<file path="config.mk">
export PLATFORM = sky130hd
export DESIGN_NAME = vehicle_annunciator_servo_drive
export DESIGN_NICKNAME = d
export VERILOG_FILES = /design/src/sv/vasd_pkg.sv /design/src/sv/vasd_rem_lane.sv /design/src/sv/vasd_ser_mul.sv /design/src/sv/vehicle_annunciator_servo_drive.sv
export SDC_FILE = /design/constraint.sdc
export NUM_CORES = 1
export LEC_CHECK = 0
export BUFFER_PORTS_ARGS = -buffer_cell sky130_fd_sc_hd__buf_2
export CORE_ASPECT_RATIO = 0.9
export CORE_MARGIN = 5
export CORE_UTILIZATION = 49
export CTS_BUF_LIST = sky130_fd_sc_hd__clkbuf_8
export DETAILED_ROUTE_END_ITERATION = 7
export MAX_ROUTING_LAYER = met4
export PLACE_DENSITY = 0.66
export REMOVE_ABC_BUFFERS = 1
export SLEW_MARGIN = 40
export SYNTH_ARGS = -nofsm -noshare
export SYNTH_HDL_FRONTEND = slang
export SYNTH_SLANG_ARGS = --single-unit
</file>
<file path="constraint.sdc">
create_clock -name clk -period 9.8 [get_ports clk]
set_clock_uncertainty 0.05 [all_clocks]
set_input_delay 0.98 -clock clk [delete_from_list [all_inputs] [get_ports clk]]
set_output_delay 0.98 -clock clk [all_outputs]
set_load 0.01 [all_outputs]
</file>
<file path="src/sv/vasd_pkg.sv">
package vasd_pkg;

  // Steering limit and direction
  localparam int unsigned MAX_STEER = 7680;
  localparam bit INVERT = 1'b0;

  // Field and datapath widths
  localparam int unsigned TIME_W = 32;
  localparam int unsigned STEER_W = 16;
  localparam int unsigned US_W = 16;
  localparam int unsigned SPAN_W = 15;
  localparam int unsigned MS_W = 16;
  localparam int unsigned PAT_W = 15;
  localparam int unsigned SRC_W = 16;
  localparam int unsigned MODE_W = 3;
  localparam int unsigned CFG_IDX_W = 3;
  localparam int unsigned CFG_DATA_W = 16;

  // Serial servo path: offset steer times span, then numerator for the divide
  localparam int unsigned OPA_W = 16;
  localparam int unsigned PROD_W = OPA_W + SPAN_W;
  localparam int unsigned NUM_W = PROD_W + 2;
  localparam int unsigned QUO_W = 17;
  localparam int unsigned SUM_W = 19;
  localparam int unsigned CNT_W = 6;
  localparam int unsigned MUL_STEPS = SPAN_W;
  localparam int unsigned DIV_LAST = MUL_STEPS + NUM_W;

  localparam logic signed [STEER_W-1:0] STEER_LIM = STEER_W'(MAX_STEER);
  localparam logic [OPA_W-1:0] STEER_DIV = OPA_W'(2 * MAX_STEER);
  localparam logic [NUM_W-1:0] STEER_BIAS = NUM_W'(MAX_STEER);

  // Heartbeat and fault blink moduli
  localparam int unsigned RUN_W = 10;
  localparam int unsigned FLT_W = 9;
  localparam logic [RUN_W-1:0] RUN_PERIOD = RUN_W'(1000);
  localparam logic [RUN_W-1:0] RUN_ON = RUN_W'(500);
  localparam logic [FLT_W-1:0] FLT_PERIOD = FLT_W'(500);
  localparam logic [FLT_W-1:0] FLT_ON = FLT_W'(250);

  // Configuration register indexes
  localparam logic [CFG_IDX_W-1:0] REG_SERVO_MID = 3'd0;
  localparam logic [CFG_IDX_W-1:0] REG_SERVO_SPAN = 3'd1;
  localparam logic [CFG_IDX_W-1:0] REG_BLINK_HALF = 3'd2;
  localparam logic [CFG_IDX_W-1:0] REG_CHIRP = 3'd3;
  localparam logic [CFG_IDX_W-1:0] REG_CRIT_ON = 3'd4;
  localparam logic [CFG_IDX_W-1:0] REG_CRIT_OFF = 3'd5;
  localparam logic [CFG_IDX_W-1:0] REG_DEGR_ON = 3'd6;
  localparam logic [CFG_IDX_W-1:0] REG_DEGR_OFF = 3'd7;

  // Configuration reset values
  localparam logic [US_W-1:0] RST_SERVO_MID = 16'd1500;
  localparam logic [SPAN_W-1:0] RST_SERVO_SPAN = 15'd500;
  localparam logic [MS_W-1:0] RST_BLINK_HALF = 16'd400;
  localparam logic [MS_W-1:0] RST_CHIRP = 16'd150;
  localparam logic [PAT_W-1:0] RST_CRIT_ON = 15'd100;
  localparam logic [PAT_W-1:0] RST_CRIT_OFF = 15'd100;
  localparam logic [PAT_W-1:0] RST_DEGR_ON = 15'd800;
  localparam logic [PAT_W-1:0] RST_DEGR_OFF = 15'd400;

  // System modes
  localparam logic [MODE_W-1:0] MODE_EBRAKE = 3'd1;
  localparam logic [MODE_W-1:0] MODE_FAILSAFE = 3'd2;
  localparam logic [MODE_W-1:0] MODE_FAULT_LOCK = 3'd3;
  localparam logic [MODE_W-1:0] MODE_DEGRADED = 3'd4;
  localparam logic [MODE_W-1:0] MODE_MIN_RISK = 3'd5;

  typedef enum logic [2:0] {
    ST_IDLE,
    ST_MUL,
    ST_LOAD,
    ST_DIV,
    ST_DONE
  } state_t;

  typedef enum logic [1:0] {
    BZ_NONE,
    BZ_CRIT,
    BZ_DEGR
  } buzz_sel_t;

  // Control strobes to a serial unit
  typedef struct packed {
    logic clear;
    logic step;
  } step_ctl_t;

endpackage

</file>
<file path="src/sv/vasd_rem_lane.sv">
module vasd_rem_lane #(
  parameter int unsigned W = 16
) (
  input  logic                 clk,
  input  logic                 rst,
  input  vasd_pkg::step_ctl_t  ctl,
  input  logic                 din,
  input  logic [W-1:0]         divisor,
  output logic [W-1:0]         rem,
  output logic                 qbit
);

  logic [W:0] shifted;
  logic [W:0] diff;

  // Shift in one dividend bit and try a subtract
  always_comb begin
    shifted = {rem, din};
    diff = shifted - {1'b0, divisor};
    qbit = (shifted >= {1'b0, divisor});
  end

  // Hold the partial remainder
  always_ff @(posedge clk) begin
    if (rst || ctl.clear) begin
      rem <= '0;
    end else if (ctl.step) begin
      rem <= qbit ? diff[W-1:0] : shifted[W-1:0];
    end
  end

endmodule

</file>
<file path="src/sv/vasd_ser_mul.sv">
module vasd_ser_mul (
  input  logic                               clk,
  input  vasd_pkg::step_ctl_t                ctl,
  input  logic [vasd_pkg::OPA_W-1:0]         opa,
  input  logic [vasd_pkg::SPAN_W-1:0]        opb,
  output logic [vasd_pkg::PROD_W-1:0]        prod
);

  logic [vasd_pkg::PROD_W-1:0] a_sh;
  logic [vasd_pkg::SPAN_W-1:0] b_sh;

  // Add the shifted multiplicand for each multiplier bit, low bit first
  always_ff @(posedge clk) begin
    if (ctl.clear) begin
      prod <= '0;
      a_sh <= {{(vasd_pkg::PROD_W - vasd_pkg::OPA_W){1'b0}}, opa};
      b_sh <= opb;
    end else if (ctl.step) begin
      if (b_sh[0]) begin
        prod <= prod + a_sh;
      end
      a_sh <= {a_sh[vasd_pkg::PROD_W-2:0], 1'b0};
      b_sh <= {1'b0, b_sh[vasd_pkg::SPAN_W-1:1]};
    end
  end

endmodule

</file>
<file path="src/sv/vehicle_annunciator_servo_drive.sv">
// Vehicle annunciator and servo drive. Each accepted request yields one result: a servo
// pulse width (clamped steer mapped linearly around servo_center_us, rounded half up,
// saturated to 16 bits), the turn lamps, the buzzer (critical, then degraded, then
// chirp) and the run and fault LEDs. A request passes from accept through a bit-serial
// multiply, a load step, a bit-serial divide and a finish step that updates state and
// the result register, then returns to the idle state, which takes the next request.
// The three modulo lanes on now_ms run one bit a cycle
// alongside the multiply and divide. A finished result waits in the output register;
// the block holds its last step while that register is stalled. Configuration writes
// take effect at once and belong between requests.
module vehicle_annunciator_servo_drive (
  input  logic                                 clk,
  input  logic                                 rst,
  input  logic                                 cfg_we,
  input  logic [vasd_pkg::CFG_IDX_W-1:0]       cfg_index,
  input  logic [vasd_pkg::CFG_DATA_W-1:0]      cfg_data,
  input  logic                                 in_valid,
  output logic                                 in_stall,
  input  logic [vasd_pkg::TIME_W-1:0]          now_ms,
  input  logic signed [vasd_pkg::STEER_W-1:0]  steer,
  input  logic                                 hazard,
  input  logic                                 left_turn,
  input  logic                                 right_turn,
  input  logic                                 estop,
  input  logic                                 aeb_floor,
  input  logic                                 degraded,
  input  logic [vasd_pkg::MODE_W-1:0]          system_mode,
  input  logic [vasd_pkg::SRC_W-1:0]           source_id,
  input  logic                                 chirp_request,
  output logic                                 out_valid,
  input  logic                                 out_stall,
  output logic [vasd_pkg::US_W-1:0]            servo_us,
  output logic                                 light_left,
  output logic                                 light_right,
  output logic                                 buzzer_on,
  output logic                                 run_led,
  output logic                                 fault_led
);

  // Configuration registers
  logic [vasd_pkg::US_W-1:0]   servo_center_us;
  logic [vasd_pkg::SPAN_W-1:0] servo_half_span_us;
  logic [vasd_pkg::MS_W-1:0]   blink_half_ms;
  logic [vasd_pkg::MS_W-1:0]   chirp_ms;
  logic [vasd_pkg::PAT_W-1:0]  critical_on_ms;
  logic [vasd_pkg::PAT_W-1:0]  critical_off_ms;
  logic [vasd_pkg::PAT_W-1:0]  degraded_on_ms;
  logic [vasd_pkg::PAT_W-1:0]  degraded_off_ms;

  // Block state
  logic [vasd_pkg::TIME_W-1:0] blink_ref;
  logic                        blink_phase;
  logic [vasd_pkg::TIME_W-1:0] chirp_end;
  logic                        chirp_on;
  logic [vasd_pkg::SRC_W-1:0]  prev_source;
  logic                        source_valid;

  // Sequencer
  vasd_pkg::state_t            state;
  vasd_pkg::state_t            state_next;
  logic [vasd_pkg::CNT_W-1:0]  cnt;
  logic                        accept;
  logic                        finish;
  logic                        mod_step;
  vasd_pkg::step_ctl_t         mod_ctl;
  vasd_pkg::step_ctl_t         mul_ctl;
  vasd_pkg::step_ctl_t         div_ctl;

  // Request latched at accept
  logic [vasd_pkg::TIME_W-1:0] now_l;
  logic [vasd_pkg::TIME_W-1:0] now_sr;
  logic                        hazard_l;
  logic                        left_turn_l;
  logic                        right_turn_l;
  logic                        fault_hard_l;
  logic                        fault_soft_l;
  logic                        chirp_start_l;
  vasd_pkg::buzz_sel_t         buzz_sel_l;
  logic [vasd_pkg::PAT_W-1:0]  pat_on_l;
  logic [vasd_pkg::MS_W-1:0]   period_l;

  // Request decode
  logic signed [vasd_pkg::STEER_W-1:0] steer_lim;
  logic signed [vasd_pkg::STEER_W-1:0] steer_dir;
  logic [vasd_pkg::OPA_W:0]            steer_off;
  logic                                is_crit;
  logic                                is_degr;

  // Serial datapath
  logic [vasd_pkg::PROD_W-1:0] prod;
  logic [vasd_pkg::NUM_W-1:0]  num_sr;
  logic [vasd_pkg::QUO_W-1:0]  quo;
  logic [vasd_pkg::OPA_W-1:0]  div_rem;
  logic                        div_qbit;
  logic [vasd_pkg::MS_W-1:0]   pat_rem;
  logic                        pat_qbit;
  logic [vasd_pkg::RUN_W-1:0]  run_rem;
  logic                        run_qbit;
  logic [vasd_pkg::FLT_W-1:0]  flt_rem;
  logic                        flt_qbit;

  // Finish-step values
  logic signed [vasd_pkg::SUM_W-1:0] servo_sum;
  logic [vasd_pkg::US_W-1:0]         servo_sat;
  logic [vasd_pkg::TIME_W-1:0]       blink_age;
  logic                              blink_toggle;
  logic                              phase_next;
  logic                              chirp_on_next;
  logic [vasd_pkg::TIME_W-1:0]       chirp_end_next;
  logic [vasd_pkg::TIME_W-1:0]       chirp_left;
  logic                              chirp_active;
  logic                              pat_buzz;
  logic                              buzz_next;

  // Write configuration registers
  always_ff @(posedge clk) begin
    if (rst) begin
      servo_center_us <= vasd_pkg::RST_SERVO_MID;
      servo_half_span_us <= vasd_pkg::RST_SERVO_SPAN;
      blink_half_ms <= vasd_pkg::RST_BLINK_HALF;
      chirp_ms <= vasd_pkg::RST_CHIRP;
      critical_on_ms <= vasd_pkg::RST_CRIT_ON;
      critical_off_ms <= vasd_pkg::RST_CRIT_OFF;
      degraded_on_ms <= vasd_pkg::RST_DEGR_ON;
      degraded_off_ms <= vasd_pkg::RST_DEGR_OFF;
    end else if (cfg_we) begin
      case (cfg_index)
        vasd_pkg::REG_SERVO_MID:  servo_center_us <= cfg_data;
        vasd_pkg::REG_SERVO_SPAN: servo_half_span_us <= cfg_data[vasd_pkg::SPAN_W-1:0];
        vasd_pkg::REG_BLINK_HALF: blink_half_ms <= cfg_data;
        vasd_pkg::REG_CHIRP:      chirp_ms <= cfg_data;
        vasd_pkg::REG_CRIT_ON:    critical_on_ms <= cfg_data[vasd_pkg::PAT_W-1:0];
        vasd_pkg::REG_CRIT_OFF:   critical_off_ms <= cfg_data[vasd_pkg::PAT_W-1:0];
        vasd_pkg::REG_DEGR_ON:    degraded_on_ms <= cfg_data[vasd_pkg::PAT_W-1:0];
        vasd_pkg::REG_DEGR_OFF:   degraded_off_ms <= cfg_data[vasd_pkg::PAT_W-1:0];
        default: ;
      endcase
    end
  end

  // Clamp, orient and offset the steer for a non-negative multiply operand; decode alarms
  always_comb begin
    if (steer > vasd_pkg::STEER_LIM) begin
      steer_lim = vasd_pkg::STEER_LIM;
    end else if (steer < -vasd_pkg::STEER_LIM) begin
      steer_lim = -vasd_pkg::STEER_LIM;
    end else begin
      steer_lim = steer;
    end
    steer_dir = vasd_pkg::INVERT ? -steer_lim : steer_lim;
    steer_off = {steer_dir[vasd_pkg::STEER_W-1], steer_dir}
                + (vasd_pkg::OPA_W + 1)'(vasd_pkg::MAX_STEER);
    is_crit = estop || aeb_floor || (system_mode inside {vasd_pkg::MODE_EBRAKE,
              vasd_pkg::MODE_FAILSAFE, vasd_pkg::MODE_FAULT_LOCK});
    is_degr = degraded || (system_mode inside {vasd_pkg::MODE_DEGRADED,
              vasd_pkg::MODE_MIN_RISK});
  end

  // Advance the state register
  always_ff @(posedge clk) begin
    if (rst) begin
      state <= vasd_pkg::ST_IDLE;
    end else begin
      state <= state_next;
    end
  end

  // Next state and unit strobes
  always_comb begin
    state_next = state;
    in_stall = 1'b1;
    accept = 1'b0;
    finish = 1'b0;
    mul_ctl = '0;
    div_ctl = '0;
    mod_step = 1'b0;
    case (state)
      vasd_pkg::ST_IDLE: begin
        in_stall = 1'b0;
        accept = in_valid;
        if (in_valid) begin
          state_next = vasd_pkg::ST_MUL;
        end
      end
      vasd_pkg::ST_MUL: begin
        mul_ctl.step = 1'b1;
        mod_step = 1'b1;
        if (cnt == vasd_pkg::CNT_W'(vasd_pkg::MUL_STEPS - 1)) begin
          state_next = vasd_pkg::ST_LOAD;
        end
      end
      vasd_pkg::ST_LOAD: begin
        div_ctl.clear = 1'b1;
        mod_step = 1'b1;
        state_next = vasd_pkg::ST_DIV;
      end
      vasd_pkg::ST_DIV: begin
        div_ctl.step = 1'b1;
        mod_step = (cnt < vasd_pkg::CNT_W'(vasd_pkg::TIME_W));
        if (cnt == vasd_pkg::CNT_W'(vasd_pkg::DIV_LAST)) begin
          state_next = vasd_pkg::ST_DONE;
        end
      end
      vasd_pkg::ST_DONE: begin
        if (!out_valid || !out_stall) begin
          finish = 1'b1;
          state_next = vasd_pkg::ST_IDLE;
        end
      end
      default: begin
        state_next = vasd_pkg::ST_IDLE;
      end
    endcase
    mul_ctl.clear = accept;
    mod_ctl.clear = accept;
    mod_ctl.step = mod_step;
  end

  // Count steps of one request
  always_ff @(posedge clk) begin
    if (rst || accept) begin
      cnt <= '0;
    end else if (state != vasd_pkg::ST_IDLE && state != vasd_pkg::ST_DONE) begin
      cnt <= cnt + 1'b1;
    end
  end

  // Latch the request and track the source
  always_ff @(posedge clk) begin
    if (rst) begin
      prev_source <= '0;
      source_valid <= 1'b0;
    end else if (accept) begin
      prev_source <= source_id;
      source_valid <= 1'b1;
    end
    if (accept) begin
      now_l <= now_ms;
      hazard_l <= hazard;
      left_turn_l <= left_turn;
      right_turn_l <= right_turn;
      fault_hard_l <= estop || aeb_floor;
      fault_soft_l <= degraded;
      chirp_start_l <= chirp_request || (source_valid && (source_id != prev_source));
      if (is_crit) begin
        buzz_sel_l <= vasd_pkg::BZ_CRIT;
        pat_on_l <= critical_on_ms;
        period_l <= {1'b0, critical_on_ms} + {1'b0, critical_off_ms};
      end else if (is_degr) begin
        buzz_sel_l <= vasd_pkg::BZ_DEGR;
        pat_on_l <= degraded_on_ms;
        period_l <= {1'b0, degraded_on_ms} + {1'b0, degraded_off_ms};
      end else begin
        buzz_sel_l <= vasd_pkg::BZ_NONE;
        pat_on_l <= '0;
        period_l <= '0;
      end
    end
  end

  // Shift the time out high bit first into the modulo lanes
  always_ff @(posedge clk) begin
    if (accept) begin
      now_sr <= now_ms;
    end else if (mod_step) begin
      now_sr <= {now_sr[vasd_pkg::TIME_W-2:0], 1'b0};
    end
  end

  // Load the numerator, then shift it into the divide and collect quotient bits
  always_ff @(posedge clk) begin
    if (div_ctl.clear) begin
      num_sr <= {1'b0, prod, 1'b0} + vasd_pkg::STEER_BIAS;
      quo <= '0;
    end else if (div_ctl.step) begin
      num_sr <= {num_sr[vasd_pkg::NUM_W-2:0], 1'b0};
      quo <= {quo[vasd_pkg::QUO_W-2:0], div_qbit};
    end
  end

  // The multiply loads at the accept edge the offset steer from the request and the half span
  vasd_ser_mul u_mul (
    .clk  (clk),
    .ctl  (mul_ctl),
    .opa  (steer_off[vasd_pkg::OPA_W-1:0]),
    .opb  (servo_half_span_us),
    .prod (prod)
  );

  vasd_rem_lane #(.W(vasd_pkg::OPA_W)) u_div (
    .clk     (clk),
    .rst     (rst),
    .ctl     (div_ctl),
    .din     (num_sr[vasd_pkg::NUM_W-1]),
    .divisor (vasd_pkg::STEER_DIV),
    .rem     (div_rem),
    .qbit    (div_qbit)
  );

  vasd_rem_lane #(.W(vasd_pkg::MS_W)) u_pat (
    .clk     (clk),
    .rst     (rst),
    .ctl     (mod_ctl),
    .din     (now_sr[vasd_pkg::TIME_W-1]),
    .divisor (period_l),
    .rem     (pat_rem),
    .qbit    (pat_qbit)
  );

  vasd_rem_lane #(.W(vasd_pkg::RUN_W)) u_run (
    .clk     (clk),
    .rst     (rst),
    .ctl     (mod_ctl),
    .din     (now_sr[vasd_pkg::TIME_W-1]),
    .divisor (vasd_pkg::RUN_PERIOD),
    .rem     (run_rem),
    .qbit    (run_qbit)
  );

  vasd_rem_lane #(.W(vasd_pkg::FLT_W)) u_flt (
    .clk     (clk),
    .rst     (rst),
    .ctl     (mod_ctl),
    .din     (now_sr[vasd_pkg::TIME_W-1]),
    .divisor (vasd_pkg::FLT_PERIOD),
    .rem     (flt_rem),
    .qbit    (flt_qbit)
  );

  // Remove the offset, saturate the width, and work out lamps, chirp and buzzer
  always_comb begin
    servo_sum = $signed({3'b0, servo_center_us}) + $signed({2'b0, quo})
                - $signed({4'b0, servo_half_span_us});
    if (servo_sum[vasd_pkg::SUM_W-1]) begin
      servo_sat = '0;
    end else if (servo_sum[vasd_pkg::SUM_W-2:vasd_pkg::US_W] != '0) begin
      servo_sat = '1;
    end else begin
      servo_sat = servo_sum[vasd_pkg::US_W-1:0];
    end

    blink_age = now_l - blink_ref;
    blink_toggle = (blink_age >= {{(vasd_pkg::TIME_W - vasd_pkg::MS_W){1'b0}}, blink_half_ms});
    phase_next = blink_toggle ? !blink_phase : blink_phase;

    chirp_end_next = chirp_start_l
                     ? now_l + {{(vasd_pkg::TIME_W - vasd_pkg::MS_W){1'b0}}, chirp_ms}
                     : chirp_end;
    chirp_active = chirp_start_l || chirp_on;
    chirp_left = now_l - chirp_end;
    pat_buzz = (period_l != '0) && (pat_rem < {1'b0, pat_on_l});

    chirp_on_next = chirp_active;
    buzz_next = 1'b0;
    case (buzz_sel_l)
      vasd_pkg::BZ_CRIT, vasd_pkg::BZ_DEGR: begin
        buzz_next = pat_buzz;
      end
      vasd_pkg::BZ_NONE: begin
        // a chirp started by this request is already over only when its length is zero
        if (chirp_active) begin
          if (chirp_start_l) begin
            chirp_on_next = (chirp_ms != '0);
          end else begin
            chirp_on_next = chirp_left[vasd_pkg::TIME_W-1];
          end
        end
        buzz_next = chirp_on_next;
      end
      default: ;
    endcase
  end

  // Commit blink and chirp state at the end of a request
  always_ff @(posedge clk) begin
    if (rst) begin
      blink_ref <= '0;
      blink_phase <= 1'b0;
      chirp_end <= '0;
      chirp_on <= 1'b0;
    end else if (finish) begin
      if (blink_toggle) begin
        blink_ref <= now_l;
      end
      blink_phase <= phase_next;
      chirp_end <= chirp_end_next;
      chirp_on <= chirp_on_next;
    end
  end

  // Hold the result until it is taken
  always_ff @(posedge clk) begin
    if (rst) begin
      out_valid <= 1'b0;
    end else if (finish) begin
      out_valid <= 1'b1;
    end else if (!out_stall) begin
      out_valid <= 1'b0;
    end
    if (finish) begin
      servo_us <= servo_sat;
      light_left <= (hazard_l || left_turn_l) && phase_next;
      light_right <= (hazard_l || right_turn_l) && phase_next;
      buzzer_on <= buzz_next;
      run_led <= (run_rem < vasd_pkg::RUN_ON);
      fault_led <= fault_hard_l || (fault_soft_l && (flt_rem < vasd_pkg::FLT_ON));
    end
  end

`ifndef NO_ASSERTIONS
  // A new result appears only out of the finish step
  a_result_from_done: assert property (@(posedge clk) disable iff (rst)
    $rose(out_valid) |-> $past(state == vasd_pkg::ST_DONE))
    else $error("result raised outside the finish step");

  // An accepted request starts the multiply with a cleared step count
  a_accept_starts: assert property (@(posedge clk) disable iff (rst)
    (in_valid && !in_stall) |=> (state == vasd_pkg::ST_MUL && cnt == '0))
    else $error("accepted request did not start the multiply");

  // The fixed modulo lanes stay below their moduli
  a_lane_bound: assert property (@(posedge clk) disable iff (rst)
    (run_rem < vasd_pkg::RUN_PERIOD) && (flt_rem < vasd_pkg::FLT_PERIOD))
    else $error("modulo lane out of range");

  // The servo quotient never exceeds twice the span
  a_quo_bound: assert property (@(posedge clk) disable iff (rst)
    (state == vasd_pkg::ST_DONE) |-> (quo <= {1'b0, servo_half_span_us, 1'b0}))
    else $error("servo quotient out of range");
`endif

endmodule

</file>
==> impl_metrics.csv, run 1 <==
group,metric,value,unit
outcome,status,"finished clean",
logic_synthesis,synth_cell_types,79,
clocking,clk_path_buf_depth,3,
sta,setup_viol,0,
logic_synthesis,synth-main-ff-cell,"dfxtp_1",
placement,io_buffers,120,
sta,period_share,54.8,%
global_routing,grt_max_degree,88,
sta,rsz0062_at_grt,"false",
sta,timing.fmax,186,MHz
worst_setup_path,cp.required,10.27,ns
clocking,cts_tree,"built",
cells_and_area,area_growth,10.9,%
clocking,cts_setup_buffers,0,
logic_synthesis,yosysWarnings,0,
sta,fin_crit,5.37,ns
drt,ant_nets,0,
worst_setup_path,startpoint,"now_l[0]$_DFFE_PP_",
worst_setup_path,cp_slowest_cell,"fa_1",
global_routing,antenna_found_initial,7,
worst_setup_path,worstSetupPathType,"reg -> reg",
cells_and_area,multi_input_area,16400,µm²
power,worst_ir_drop_vdd,128,µV
cells_and_area,layout_common_cells,"nand2_1, a21oi_1, dfxtp_1, inv_1, ha_1",
clocking,clkTransAtPathRegs,0.07,ns
power,cellPowerDensity,176,nW/µm²
worst_setup_path,worst_path_largest_cell_delay,0.40,ns
clocking,cts.sinks,515,
sta,fin_hold_ws,0.401,ns
logic_synthesis,synth_edf_count,187,
global_routing,grt_pass1_wl,127,mm
drt,routedWlPerCell,17.4,µm
worst_setup_path,crit_path_start_kind,"register",
drt,vias,25200,
power,leakagePower,13.6,nW
hold_path,hold_start,"u_div.rem[15]$_SDFFE_PP0N_",
sta,hold_viol,0,
floorplan,die_h,245,µm
sta,fin_tns_setup,0,ns
sta,tightest_slew,0.870,ns
worst_setup_path,worstPathArrival,5.84,ns
clocking,cts_buffers,89,
drt,drc,0,
sta,slew_violations,0,
cells_and_area,nNetsFinal,3970,
global_routing,grt_use_total,23.9,%
clocking,cts_root_buf,"clkbuf_8",
clocking,h-tree-depth,3,
global_routing,grt_pass1_vias,23900,
floorplan,fp.dieW,271,µm
cells_and_area,regArea,12200,µm²
worst_setup_path,r2r_start,"now_l[0]$_DFFE_PP_",
logic_synthesis,synth_cells,3563,
cells_and_area,final_layout_size_suffix_gt1_share,10.1,%
drt,drtIter0Drc,1894,
global_routing,grt-ovfl-total,0,
floorplan,core_area,61000,µm²
logic_synthesis,synth-seq-cells,515,
floorplan,ioPinCount,121,
clocking,cts_resized,0,
floorplan,initial_core_util,49.3,%
logic_synthesis,syn_area,30100,µm²
placement,gp_congestion,0.919,
cells_and_area,final_common_cell,"nand2_1",
sta,slew_headroom,41.8,%
floorplan,die-area,66500,µm²
drt,via_per_inst,5.59,
clocking,ctsHoldBuffers,0,
logic_synthesis,async_reset_ff_share,0,%
worst_setup_path,crit_chain,"inv_1, ha_1, fa_1, nand2b_1, a21oi_1, o211ai_2, a21boi_1, or2_2, a21o_1, a21oi_1, xnor2_1, ha_1, a21o_1, a32oi_1, and3_1, nand4_1, nor4b_1, o2111ai_1, nor4_2, nand4_2, buf_4, nor3_1, mux2i_1",
clocking,clock_latency,0.69,ns
worst_setup_path,cp-end-kind,"register",
cells_and_area,nFillCells,5698,
hold_path,hold_class,"reg -> reg",
drt,drt_pass1_iterations,5,
placement,hpwl,55.3,mm
worst_setup_path,cp_max_fo,34,
logic_synthesis,ys_seq_area_share,40.5,%
job,max_cap_violations,0,
drt,wirelength,78.4,mm
floorplan,row_count,86,
logic_synthesis,syn_avg_cell_area,8.45,µm²
## power by group
part,switching (mW),internal [mW]
clock network,0.940,1.24
logic,0.727,0.440
registers,0.121,2.42
## metrics by stage
stage	area [µm²]	util, %	total power, mW	worst slack [ns]	std cells
after floorplan	29400	-	3.40	2.16	3389
after global placement	31300	51.3	3.72	4.49	4334
after global routing	33400	54.7	6.21	3.99	4507
after detailed placement	31400	51.4	3.75	4.45	4336
final	33400	54.7	5.89	4.43	4512
after CTS	33400	54.7	5.93	4.41	4503
## final timing paths
check | depth (start not counted) | slack (ns) | endpoint
max | 23 | 4.43 | light_right$_DFFE_PP_
min | 2 | 0.40 | u_div.rem[15]$_SDFFE_PP0N_
max reg2reg | 23 | 4.43 | light_right$_DFFE_PP_
min reg2reg | 2 | 0.40 | u_div.rem[15]$_SDFFE_PP0N_
## cell families after synthesis
family	Yosys count	synth area share (%)
DFF	515	40.5
xor gates and xnor gates	166	4.83
buffers and inverters	401	5.18
adders and majority gates	237	10.4
and+or+nand+nor	1326	19.4
AOI/OAI and AO/OA	907	19.4
muxes	11	0.378
## sequential cells by signal (all words and copies together), names as in the netlist, 17 cells and up
| signal | flops |
|---|---|
| chirp_end | 32 |
| now_sr | 32 |
| u_mul.a_sh | 31 |
| blink_ref | 32 |
| num_sr | 32 |
| now_l | 32 |
| u_mul.prod | 31 |
| quo | 17 |
## final cells by class
type | count | share of cell area, %
Multi-Input combinational cell | 2647 | 49.3
Tap cell | 792 | 2.97
Sequential cell | 515 | 36.5
Timing Repair Buffer | 155 | 2.66
Clock buffer | 114 | 4.70
Clock inverter | 53 | 1.31
Inverter | 227 | 2.57
Antenna cell | 9 | 0.0674
## metal layers
metal	share of wire, %	routed length (µm)	global-route usage (%)
met1	49	38100	33.6
met2	43	33500	35.7
met3	6.5	5090	4.48
met4	2.2	1710	5.96
met5	0	0	-
## synth_stat cells (29+ instances only)
| cell type | count | area share [%] |
|---|---|---|
| nand2_1 | 773 | 9.6 |
| a21oi_1 | 375 | 6.2 |
| dfxtp_1 | 328 | 22 |
| inv_1 | 225 | 2.8 |
| ha_1 | 216 | 9.0 |
| edfxtp_1 | 187 | 19 |
| o21ai_0 | 174 | 2.9 |
| nor2_1 | 169 | 2.1 |
| clkbuf_1 | 149 | 1.9 |
| xor2_1 | 89 | 2.6 |
| xnor2_1 | 77 | 2.2 |
| nand3_1 | 73 | 1.2 |
| and3_1 | 61 | 1.3 |
| nor3_1 | 60 | 1.0 |
| a21o_1 | 54 | 1.3 |
| nand4_1 | 45 | 0.94 |
| a211oi_1 | 37 | 0.92 |
| a2bb2oi_1 | 33 | 0.96 |
| o311ai_2 | 30 | 1.6 |
| nand2b_1 | 29 | 0.60 |
## critical path, delay by kind of cell (launching register included)
family,cells,cell delay [ns]
and+or+nand+nor,8,1.81
xor gates and xnor gates,1,0.15
DFF,1,0.36
buffers and inverters,2,0.33
muxes,1,0.26
AOI/OAI and AO/OA,8,1.42
adders and majority gates,3,0.78
No activity file was read; power rests on OpenSTA's default activity.
==> inputs of run 2 (changes only) <==
Clock period 9.8 ns to 5.2 ns, I/O delays scaled along.
==> run 2 against run 1 <==
Net effect:
- non-clock buffer count rose by 52
- sequential power grew 89%
- cell area is 1.2% higher
- via count rose by 0.69%
==> impl_metrics.csv, run 2 (same netlist as run 1, synthesis figures left out) <==
group,metric,value,unit
outcome,status,"finished clean",
drt,drtIter0Drc,1941,
floorplan,core_area,61000,µm²
drt,drc,0,
drt,drt_pass1_iterations,6,
cells_and_area,final_common_cell,"nand2_1",
power,leakagePower,13.8,nW
worst_setup_path,worstPathArrival,5.50,ns
clocking,cts.sinks,515,
global_routing,grt_pass1_wl,128,mm
floorplan,die_h,245,µm
drt,via_per_inst,5.56,
placement,gp_congestion,0.941,
drt,vias,25400,
sta,slew_headroom,43.7,%
cells_and_area,layout_common_cells,"nand2_1, a21oi_1, dfxtp_1, inv_1, ha_1",
placement,io_buffers,120,
job,max_cap_violations,0,
power,worst_ir_drop_vdd,232,µV
clocking,clk_path_buf_depth,3,
floorplan,initial_core_util,49.3,%
global_routing,grt_max_degree,89,
cells_and_area,final_layout_size_suffix_gt1_share,10.1,%
floorplan,die-area,66500,µm²
global_routing,grt_pass1_vias,24000,
sta,worst_slack,0.222,ns
clocking,clkTransAtPathRegs,0.06,ns
placement,pre_cts_ws,-0.0541,ns
worst_setup_path,crit_path_start_kind,"register",
hold_path,hold_class,"in -> reg",
sta,setup_viol,0,
cells_and_area,nNetsFinal,4022,
clocking,h-tree-depth,3,
sta,slew_violations,0,
power,power,10.9,mW
drt,routedWlPerCell,17.4,µm
clocking,cts_setup_buffers,0,
worst_setup_path,worstSetupPathType,"reg -> reg",
clocking,cts_buffers,89,
drt,ant_nets,0,
global_routing,antenna_found_initial,10,
placement,hpwl,55.7,mm
clocking,cts_tree,"built",
worst_setup_path,cp-end-kind,"register",
clocking,cts_root_buf,"clkbuf_8",
floorplan,row_count,86,
global_routing,grt_use_total,24.1,%
cells_and_area,area_growth,12.3,%
sta,timing.fmax,201,MHz
floorplan,ioPinCount,121,
sta,period_share,95.7,%
worst_setup_path,cp_max_fo,24,
sta,hold_viol,0,
global_routing,grt-ovfl-total,0,
clocking,clock_latency,0.69,ns
power,cellPowerDensity,322,nW/µm²
worst_setup_path,cp.required,5.72,ns
floorplan,fp.dieW,271,µm
drt,wirelength,79.5,mm
sta,fin_crit,4.98,ns
sta,tightest_slew,0.844,ns
==> run 2: changes by cell type in the layout (fill, tap and decap cells not counted), moves of 2 or more <==
cell | previous run | this run
inv_1 | 253 | 256
clkinv_2 | 8 | 13
nor2_2 | 2 | 4
buf_4 | 32 | 37
inv_12 | 2 | 0
clkinv_1 | 3 | 5
bufinv_16 | 7 | 3
dlygate4sd3_1 | 0 | 46
clkbuf_8 | 114 | 112
==> run 2: critical path, cell delays in order (launching register included) <==
cell and delay [ns]:
edfxtp_1 0.40, ha_2 0.32, a21o_1 0.18, or3_1 0.33
o211ai_2 0.19, a21boi_2 0.09, or2_2 0.30, a21o_1 0.18
a21oi_1 0.17, xnor2_1 0.12, ha_1 0.19, a21o_1 0.16
a32oi_1 0.19, and3_1 0.18, nand4_1 0.11, nor4b_2 0.29
o2111ai_1 0.17, nor4_2 0.27, nand4_2 0.15, or2_4 0.33
buf_12 0.19, o311ai_2 0.27
==> run 2: metrics by stage <==
stage               instances  TNS (ns)  hold slack, ns  util, %  cell area (µm²)
finish                   4566         0          0.0603     55.4            33800
global route             4566   -0.0843         0.00252     55.4            33800
CTS                      4556         0         0.00192     55.3            33700
detailed placement       4342   -0.0990           0.392     51.5            31400
global placement         4341         0           0.387     51.4            31400
floorplan                3389   -281.22           0.376        -            29400
==> run 2: final timing paths <==
check                                           startpoint                     endpoint  slack, ns  cells past startpoint
worst max-delay path                    now_l[5]$_DFFE_PP_    blink_ref[8]$_SDFFE_PP0P_       0.22                     21
worst max register to register          now_l[5]$_DFFE_PP_    blink_ref[8]$_SDFFE_PP0P_       0.22                     21
worst min-delay path                          source_id[2]  prev_source[2]$_SDFFE_PP0P_       0.06                      3
worst min register to register  chirp_end[11]$_SDFFE_PP0P_   chirp_end[11]$_SDFFE_PP0P_       0.40                      2
==> run 2: repair_timing <==
item / in CTS / in global routing
endpoints found under the hold margin: 47 / 0
setup endpoints to repair: 2 / 35
pin swaps: 0 / 2
resized for setup: 1 / 7
hold buffers: 46 / 0
==> run 2: layout make-up <==
class,instances,area [µm²]
clock inverters,56,330
diodes,10,25.0
clock buffers,112,1540
well taps,792,991
fillers,5643,27200
multi-input cells,2647,16500
repair buffers,207,1410
flip-flops and latches,515,12200
inverters,227,858
==> run 2: layer usage <==
layer,vias to the layer above,global-route usage (%),part of all wire [%]
met1,11900,34.0,49
met4,0,4.90,1.5
met3,94,4.46,6.0
li1,12800,-,-
met2,609,36.5,44
met5,-,-,0
==> run 2: power breakdown <==
part	total (mW)	switching [mW]	internal, mW
Sequential	4.79	0.227	4.57
Combinational	2.24	1.39	0.859
Clock	3.84	1.75	2.10
Total	10.9	3.36	7.52
